[src/rtl/core/mfqs_pkg.sv]
// Package with the beat types and event and status codes of the feedback queue scheduler.
package mfqs_pkg;

    typedef enum logic [2:0] {
        FUNC_NEW     = 3'd0,
        FUNC_BLOCK   = 3'd1,
        FUNC_END     = 3'd2,
        FUNC_UNBLOCK = 3'd3,
        FUNC_TIMER   = 3'd4
    } func_t;

    typedef enum logic [1:0] {
        ST_READY   = 2'd0,
        ST_RUNNING = 2'd1,
        ST_BLOCKED = 2'd2,
        ST_ENDED   = 2'd3
    } status_t;

    localparam int TID_W = 4;
    localparam int LIVE_W = 5;
    localparam logic [LIVE_W-1:0] LIVE_MAX = 5'd31;

    typedef struct packed {
        logic [2:0]       func;
        logic [TID_W-1:0] thread_id;
    } req_t;

    typedef struct packed {
        logic             switched;
        logic [TID_W-1:0] old_thread;
        logic [TID_W-1:0] next_thread;
        logic             idle;
    } rsp_t;

endpackage

[src/rtl/core/multilevel_feedback_queue_scheduler_top.sv]
// Top level of the multilevel feedback queue scheduler.
//
// The scheduler takes one event beat on the req channel (func, thread_id) and
// returns exactly one result beat on the rsp channel (switched, old_thread,
// next_thread, idle). Both channels use a valid/ready handshake.
// New threads enter the level 0 queue; unblocked and preempted threads enter
// one level below the current level, and block, end and a timer tick on the
// running thread dispatch the head of the highest non-empty level.
// The queue entries live in one synchronous memory indexed by {level, slot},
// and the per-level head, tail and count live in a second synchronous memory
// with a valid bit per level, so no clearing pass is needed after reset.
// Events are handled one at a time by a sequencer that reads, modifies and
// writes back these memories. An enqueue passes through the push state and a
// dispatch through the search, descriptor pop and data pop states; the result
// register is loaded in the done state once the previous result has been taken,
// and the next event can be accepted after that.
// The result register decouples the sides: a stalled receiver holds the
// result, and the next event is accepted as soon as the sequencer is free.
// Reset (rst_n low) empties all levels, marks all threads ready, sets the
// running thread and current level to zero and the live count to one.
module multilevel_feedback_queue_scheduler_top
    import mfqs_pkg::*;
#(
    parameter int NUM_THREADS = 16,
    parameter int NUM_LEVELS  = 16
)
(
    input  logic clk,
    input  logic rst_n,
    input  logic req_valid,
    output logic req_ready,
    input  req_t req,
    output logic rsp_valid,
    input  logic rsp_ready,
    output rsp_t rsp
);

    localparam int PTR_W  = (NUM_THREADS > 2) ? $clog2(NUM_THREADS) : 1;
    localparam int CNT_W  = $clog2(NUM_THREADS + 1);
    localparam int LVL_W  = (NUM_LEVELS > 2) ? $clog2(NUM_LEVELS) : 1;
    localparam int DEPTH  = NUM_LEVELS << PTR_W;

    localparam logic [PTR_W-1:0] PTR_LAST = PTR_W'(NUM_THREADS - 1);
    localparam logic [CNT_W-1:0] CNT_FULL = CNT_W'(NUM_THREADS);
    localparam logic [LVL_W-1:0] LVL_LAST = LVL_W'(NUM_LEVELS - 1);

    // Per-level queue descriptor.
    typedef struct packed {
        logic [PTR_W-1:0] head;
        logic [PTR_W-1:0] tail;
        logic [CNT_W-1:0] count;
    } desc_t;

    typedef enum logic [2:0] {
        S_IDLE,
        S_PUSH,
        S_SEARCH,
        S_POP_DESC,
        S_POP_DATA,
        S_DONE
    } state_t;

    state_t state_reg;

    // Memories.
    logic [TID_W-1:0] fifo_mem [DEPTH];
    desc_t            desc_mem [NUM_LEVELS];

    logic [TID_W-1:0] fifo_q_reg;
    desc_t            desc_q_reg;

    // Control state.
    logic [NUM_LEVELS-1:0] desc_vld_reg;
    logic [NUM_LEVELS-1:0] nonempty_reg;
    status_t               status_reg [NUM_THREADS];
    logic [LVL_W-1:0]      cur_lvl_reg;
    logic [LIVE_W-1:0]     live_reg;
    logic [TID_W-1:0]      running_reg;

    // Working registers of the event in flight.
    logic [LVL_W-1:0]  work_lvl_reg;
    logic [TID_W-1:0]  work_tid_reg;
    logic              need_sw_reg;
    rsp_t              res_reg;
    rsp_t              rsp_reg;
    logic              rsp_valid_reg;

    // Event decode in the accept cycle.
    logic              accept;
    logic              tid_ok;
    logic [PTR_W+5:0]  tid_idx_w;
    logic [$clog2(NUM_THREADS)-1:0] tid_idx;
    logic              ev_new;
    logic              ev_block;
    logic              ev_end;
    logic              ev_unblock;
    logic              ev_timer_run;
    logic              do_push;
    logic              need_sw;
    logic              stay;
    logic [LVL_W-1:0]  demote_lvl;
    logic [LVL_W-1:0]  push_lvl;

    // Queue update signals.
    desc_t             desc_cur;
    logic              push_ok;
    logic [PTR_W-1:0]  tail_next;
    logic [PTR_W-1:0]  head_next;
    logic [CNT_W-1:0]  cnt_dec;
    logic              found;
    logic [LVL_W-1:0]  found_lvl;
    logic              nxt_ok;
    logic [$clog2(NUM_THREADS)-1:0] nxt_idx;
    logic [PTR_W+5:0]  nxt_idx_w;

    logic              desc_re;
    logic [LVL_W-1:0]  desc_raddr;
    logic              desc_we;
    desc_t             desc_wdata;
    logic              fifo_re;
    logic              fifo_we;

    assign accept    = req_valid && req_ready;
    assign req_ready = (state_reg == S_IDLE);
    assign rsp_valid = rsp_valid_reg;
    assign rsp       = rsp_reg;

    // Thread ids beyond the thread count leave the state untouched.
    assign tid_ok    = ({{(PTR_W+2){1'b0}}, req.thread_id} < (PTR_W+6)'(NUM_THREADS));
    assign tid_idx_w = {{(PTR_W+2){1'b0}}, req.thread_id};
    assign tid_idx   = tid_idx_w[$clog2(NUM_THREADS)-1:0];

    always_comb
    begin
        ev_new       = tid_ok && (req.func == FUNC_NEW);
        ev_block     = tid_ok && (req.func == FUNC_BLOCK);
        ev_end       = tid_ok && (req.func == FUNC_END);
        ev_unblock   = tid_ok && (req.func == FUNC_UNBLOCK);
        ev_timer_run = tid_ok && (req.func == FUNC_TIMER)
                       && (status_reg[tid_idx] == ST_RUNNING);
        do_push      = ev_new || ev_unblock || ev_timer_run;
        need_sw      = ev_block || ev_end || ev_timer_run;
        // A preempted thread stays at its level when it is the only live one.
        stay         = ev_timer_run && (live_reg == LIVE_W'(1));
        if (stay || (cur_lvl_reg == LVL_LAST))
        begin
            demote_lvl = cur_lvl_reg;
        end
        else
        begin
            demote_lvl = cur_lvl_reg + 1'b1;
        end
        push_lvl = ev_new ? '0 : demote_lvl;
    end

    // A level whose descriptor was never written reads as an empty queue.
    assign desc_cur  = desc_vld_reg[work_lvl_reg] ? desc_q_reg : '0;
    assign push_ok   = (desc_cur.count != CNT_FULL);
    assign tail_next = (desc_cur.tail == PTR_LAST) ? '0 : desc_cur.tail + 1'b1;
    assign head_next = (desc_cur.head == PTR_LAST) ? '0 : desc_cur.head + 1'b1;
    assign cnt_dec   = desc_cur.count - 1'b1;

    // Highest-priority non-empty level.
    always_comb
    begin
        found     = 1'b0;
        found_lvl = '0;
        for (int i = NUM_LEVELS - 1; i >= 0; i--)
        begin
            if (nonempty_reg[i])
            begin
                found     = 1'b1;
                found_lvl = LVL_W'(i);
            end
        end
    end

    assign nxt_idx_w = {{(PTR_W+2){1'b0}}, fifo_q_reg};
    assign nxt_idx   = nxt_idx_w[$clog2(NUM_THREADS)-1:0];
    assign nxt_ok    = (nxt_idx_w < (PTR_W+6)'(NUM_THREADS));

    // Memory port control.
    always_comb
    begin
        desc_re     = 1'b0;
        desc_raddr  = push_lvl;
        desc_we     = 1'b0;
        desc_wdata  = desc_cur;
        fifo_re     = 1'b0;
        fifo_we     = 1'b0;
        unique case (state_reg)
            S_IDLE:
            begin
                desc_re    = accept && do_push;
                desc_raddr = push_lvl;
            end
            S_PUSH:
            begin
                fifo_we          = push_ok;
                desc_we          = push_ok;
                desc_wdata.tail  = tail_next;
                desc_wdata.count = desc_cur.count + 1'b1;
            end
            S_SEARCH:
            begin
                desc_re    = found;
                desc_raddr = found_lvl;
            end
            S_POP_DESC:
            begin
                fifo_re          = 1'b1;
                desc_we          = 1'b1;
                desc_wdata.head  = head_next;
                desc_wdata.count = cnt_dec;
            end
            S_POP_DATA,
            S_DONE:
            begin
            end
        endcase
    end

    always_ff @(posedge clk)
    begin
        if (desc_we)
        begin
            desc_mem[work_lvl_reg] <= desc_wdata;
        end
        if (desc_re)
        begin
            desc_q_reg <= desc_mem[desc_raddr];
        end
    end

    always_ff @(posedge clk)
    begin
        if (fifo_we)
        begin
            fifo_mem[{work_lvl_reg, desc_cur.tail}] <= work_tid_reg;
        end
        if (fifo_re)
        begin
            fifo_q_reg <= fifo_mem[{work_lvl_reg, desc_cur.head}];
        end
    end

    // Sequencer, scheduler state and result register.
    always_ff @(posedge clk or negedge rst_n)
    begin
        if (!rst_n)
        begin
            state_reg     <= S_IDLE;
            desc_vld_reg  <= '0;
            nonempty_reg  <= '0;
            for (int i = 0; i < NUM_THREADS; i++)
            begin
                status_reg[i] <= ST_READY;
            end
            cur_lvl_reg   <= '0;
            live_reg      <= LIVE_W'(1);
            running_reg   <= '0;
            need_sw_reg   <= 1'b0;
            rsp_valid_reg <= 1'b0;
        end
        else
        begin
            // In the done state the result register is reloaded below instead.
            if (rsp_valid_reg && rsp_ready && (state_reg != S_DONE))
            begin
                rsp_valid_reg <= 1'b0;
            end
            unique case (state_reg)
                S_IDLE:
                begin
                    if (accept)
                    begin
                        work_lvl_reg         <= push_lvl;
                        work_tid_reg         <= req.thread_id;
                        need_sw_reg          <= need_sw;
                        res_reg.switched     <= 1'b0;
                        res_reg.old_thread   <= running_reg;
                        res_reg.next_thread  <= '0;
                        res_reg.idle         <= 1'b0;
                        if (ev_new || ev_unblock || ev_timer_run)
                        begin
                            status_reg[tid_idx] <= ST_READY;
                        end
                        else if (ev_block)
                        begin
                            status_reg[tid_idx] <= ST_BLOCKED;
                        end
                        else if (ev_end)
                        begin
                            status_reg[tid_idx] <= ST_ENDED;
                        end
                        if (ev_new && (live_reg != LIVE_MAX))
                        begin
                            live_reg <= live_reg + 1'b1;
                        end
                        else if (ev_end && (live_reg != '0))
                        begin
                            live_reg <= live_reg - 1'b1;
                        end
                        if (do_push)
                        begin
                            state_reg <= S_PUSH;
                        end
                        else if (need_sw)
                        begin
                            state_reg <= S_SEARCH;
                        end
                        else
                        begin
                            state_reg <= S_DONE;
                        end
                    end
                end
                S_PUSH:
                begin
                    // A full level drops the enqueue.
                    if (push_ok)
                    begin
                        desc_vld_reg[work_lvl_reg] <= 1'b1;
                        nonempty_reg[work_lvl_reg] <= 1'b1;
                    end
                    state_reg <= need_sw_reg ? S_SEARCH : S_DONE;
                end
                S_SEARCH:
                begin
                    if (found)
                    begin
                        work_lvl_reg <= found_lvl;
                        state_reg    <= S_POP_DESC;
                    end
                    else
                    begin
                        res_reg.idle <= 1'b1;
                        state_reg    <= S_DONE;
                    end
                end
                S_POP_DESC:
                begin
                    nonempty_reg[work_lvl_reg] <= (cnt_dec != '0);
                    state_reg                  <= S_POP_DATA;
                end
                S_POP_DATA:
                begin
                    res_reg.switched    <= 1'b1;
                    res_reg.next_thread <= fifo_q_reg;
                    running_reg         <= fifo_q_reg;
                    cur_lvl_reg         <= work_lvl_reg;
                    if (nxt_ok)
                    begin
                        status_reg[nxt_idx] <= ST_RUNNING;
                    end
                    state_reg <= S_DONE;
                end
                S_DONE:
                begin
                    if (!rsp_valid_reg || rsp_ready)
                    begin
                        rsp_reg       <= res_reg;
                        rsp_valid_reg <= 1'b1;
                        state_reg     <= S_IDLE;
                    end
                end
            endcase
        end
    end

endmodule

[config.mk]
export PLATFORM = sky130hd
export DESIGN_NAME = multilevel_feedback_queue_scheduler_top
export DESIGN_NICKNAME = d
export VERILOG_FILES = /design/src/rtl/core/mfqs_pkg.sv /design/src/rtl/core/multilevel_feedback_queue_scheduler_top.sv
export SDC_FILE = /design/constraint.sdc
export NUM_CORES = 2
export LEC_CHECK = 0
export CAP_MARGIN = 30
export CORE_AREA = 2 2 252 502
export DETAILED_ROUTE_END_ITERATION = 10
export DIE_AREA = 0 0 254 504
export DONT_BUFFER_PORTS = 1
export SYNTH_ARGS = -nofsm -noshare
export SYNTH_HDL_FRONTEND = slang
export SYNTH_SLANG_ARGS = --single-unit
[constraint.sdc]
create_clock -name clk -period 4.95 [get_ports clk]
set_input_delay 0.2475 -clock clk [delete_from_list [all_inputs] [get_ports clk]]
set_output_delay 0.2475 -clock clk [all_outputs]
set_load 0.005 [all_outputs]
==> results.json <==
{
  "status": "complete, no violations",
  "multi_input_area_mm2": 0.01540,
  "grt_pass1_wl_mm": 261.2,
  "setup_viol": 0,
  "path_clk_slew_ns": 0.07,
  "htreeDepth": 3,
  "coreArea_mm2": 0.1241,
  "numCtsBuffers": 113,
  "fp.dieW_um": 254,
  "cts-root-buf": "clkbuf_16",
  "seq_area_frac_synth_pct": 71.14,
  "yosysUniqueCellTypes": 71,
  "drc": 0,
  "cp-start-kind": "register",
  "max_slew_margin_pct": 17.84,
  "critPathKind": "reg2reg",
  "antenna_found_initial": 1,
  "crit_fanout": 31,
  "finalNetCount": 3972,
  "largest_reg_flops": 1024,
  "synth_top_family_by_area": "multiplexers",
  "maxCapViolCount": 0,
  "ant_nets": 0,
  "cp_slowest_cell": "a221oi_1",
  "syn2layout_area_growth_pct": 12.83,
  "viasPerCell": 6.258,
  "start_util_pct": 45.76,
  "r2r-start": "work_lvl_reg[3]",
  "drtIter0Drc": 3419,
  "cellLeakagePower_nw": 21.62,
  "reg2reg_depth": 14,
  "synth_seq_cells": 1359,
  "fmax_mhz": 206.8,
  "clk_path_buf_depth": 3,
  "worstPathCellList": "buf_4, mux2i_1, a21oi_1, and3_1, o21ai_4, buf_12, buf_4, mux2_2, a221oi_1, nor4_1, nor4_1, buf_4, nand4_1, or4_1",
  "synthAdderAreaFrac_pct": 0.3084,
  "finClkSkew_ns": 0.02914,
  "cts_num_sinks": 1359,
  "postSynthCellCount": 3842,
  "die_area_mm2": 0.1280,
  "place.port_buffers": 0,
  "slowest_delay_ns": 0.62,
  "clock_latency_ns": 0.75,
  "place_congestion": 0.9609,
  "top_register": "fifo_mem",
  "crit_buf_inv": 4,
  "top_regs": "fifo_mem (1024), desc_mem (208)",
  "drv_slew": 0,
  "vdd_drop_max_uv": 489.5,
  "wl_mm": 185.4,
  "rows": 183,
  "cp.depth": 14,
  "wl_per_cell_um": 32.50,
  "hold_viol": 0,
  "rsz0062_at_grt": "false",
  "tritoncts": "built",
  "synthFlopType": "edfxtp_1",
  "period_minus_slack_ns": 4.837,
  "powerDensity_mw_per_mm2": 527.7,
  "yosys_warnings": 0,
  "cp_top_family": "simple AND/OR/NAND/NOR gates",
  "drive_gt1_share_pct": 16.66,
  "reg2reg_to": "fifo_q_reg[2]",
  "whs_ns": 0.02869,
  "synth-edff-count": 1277,
  "place_ws_ns": -0.3101,
  "grt_overflow_total": 0,
  "r2r_slack_ns": 0.11,
  "critPathRequiredTime_ns": 5.44,
  "place_hpwl_mm": 122.4,
  "hold_path_class": "in2reg",
  "worst_slack_ns": 0.1133,
  "finalInstanceArea_mm2": 0.06408,
  "dr_total_vias": 35710,
  "grt_pass1_vias": 36260,
  "nFillCells": 10400,
  "cp-end-kind": "register",
  "register_area_mm2": 0.04040,
  "syn_avg_cell_area_um2": 14.78,
  "critPathCapture": "fifo_q_reg[2]",
  "p_total_mw": 33.81,
  "worst_pin_slew_ns": 1.232,
  "cp.arrival_ns": 5.33,
  "fin_crit_sh_pct": 97.71,
  "dieHeight_um": 504,
  "io_pins": 23,
  "place_area_mm2": 0.06002,
  "crit_start": "work_lvl_reg[3]",
  "synth_mux_area_share_pct": 10.55,
  "whs_path_depth": 3,
  "syn_nets": 3867,
  "grt.total_usage_pct": 28.95,
  "synth-xor-area-share_pct": 0.2468,
  "grt_start_max_net_pins": 177,
  "dr.pass1.iters": 7,
  "netlist_area_mm2": 0.05679,
  "synth-compound-area-share_pct": 9.364,
  "synth-simple-area-share_pct": 6.365,
  "ys_async_sr_fraction_pct": 6.034,
  "post-route-util_pct": 51.63,
  "crit_path_frequent_cell": "buf_4"
}
## cell families after synthesis
group	after synthesis
compound gates	788
simple gates	838
xor+xnor	16
flops	1359
mux	546
fa+ha+maj	14
buf+inv	281
## layout by cell type (no fill, tap or decap), types with 106 or more instances in the layout
cell type / synthesis / layout
edfxtp_1: 1277 / 1277
nor2_1: 394 / 390
mux2i_1: 305 / 305
mux2_2: 221 / 221
nand2_1: 221 / 218
a21oi_1: 215 / 213
buf_4: 5 / 196
o21ai_0: 141 / 137
clkbuf_16: 0 / 115
a221oi_1: 107 / 106
## how the worst min path moves through the flow
stage | endpoint | startpoint | slack, ns
finish | need_sw_reg | req[0] | 0.03
global route | res_reg[9] | req_valid | 0.05
CTS | need_sw_reg | req[0] | 0.00005
detailed placement | running_reg[0] | rst_n | -0.05
global placement | async pin | rst_n | -0.05
floorplan | async pin | rst_n | -0.05
## power breakdown
| group | internal (mW) | switching (mW) | leakage (nW) | total, mW |
|---|---|---|---|---|
| clock | 5.30 | 4.16 | 1.87 | 9.46 |
| combinational | 3.46 | 7.06 | 7.21 | 10.5 |
| sequential | 13.4 | 0.401 | 12.5 | 13.8 |
| total | 22.2 | 11.6 | 21.6 | 33.8 |
## cells in the mapped netlist, types with 8 or more instances
cell       number  area share, %
a2111oi_0       8           0.12
a211oi_1       29           0.38
a21o_1          8           0.11
a21oi_1       215            1.9
a221o_1        16           0.28
a221oi_1      107            1.7
a22oi_1        42           0.56
a31oi_1        17           0.19
and3_1         17           0.19
buf_1          41           0.27
buf_2          61           0.54
clkbuf_1      145           0.96
dfrtp_1        81            3.6
edfxtp_1     1277             68
ha_1           14           0.31
inv_1          24           0.16
mux2_2        221            4.4
mux2i_1       305            5.4
mux4_2         20           0.79
nand2_1       221            1.5
nand2b_1       33           0.36
nand3_1        29           0.26
nand4_1        10           0.11
nor2_1        394            2.6
nor2b_1        18           0.20
nor3_1         62           0.55
nor4_1         25           0.28
o211ai_1       18           0.24
o21ai_0       141            1.2
o221ai_1       36           0.56
o22a_1         20           0.31
o22ai_1        25           0.28
o2bb2ai_1       8           0.12
o31ai_1        32           0.42
o32ai_1        17           0.26
or3_1          12           0.13
xnor2_1         8           0.12
xor2_1          8           0.12
## cell type report
cell class / count / area share (%)
diodes: 2 / 0.007811
clock buffers: 128 / 4.583
clock inverters: 79 / 1.437
inverters: 28 / 0.1640
multi-input cells: 2202 / 24.04
flip-flops and latches: 1359 / 63.05
well taps: 1665 / 3.251
repair buffers: 243 / 3.468
## per-layer routing
layer / track usage (%) / part of all wire, % / vias to the layer above
li1: - / - / 15170
met1: 30.51 / 33 / 18220
met2: 50.47 / 51 / 1693
met3: 5.055 / 6.7 / 624
met4: 22.97 / 9.6 / 0
met5: 0 / 0 / -
## timing repair
item	in CTS	in global routing
hold buffers	14	0
hold endpoints to repair	134	0
resized for setup	1	3
setup buffers	0	0
setup endpoints to repair	1	1
## worst register-to-register path, delay by kind of cell, from the launching register on
kind | cells | cell delay [ns]
buffers and inverters | 4 | 1.09
AND/OR/NAND/NOR | 5 | 1.44
flip-flops | 1 | 0.51
multiplexers | 2 | 0.59
AO/OA/AOI/OAI | 3 | 0.94
## metrics by stage
step	setup TNS, ns	std cells
3_5_place_dp	-0.3101	5480
2_1_floorplan	0	3842
5_1_grt	0	5705
3_3_place_gp	-0.2796	5473
6_report	0	5706
4_1_cts	0	5701
Power figures use the tool's default switching activity.
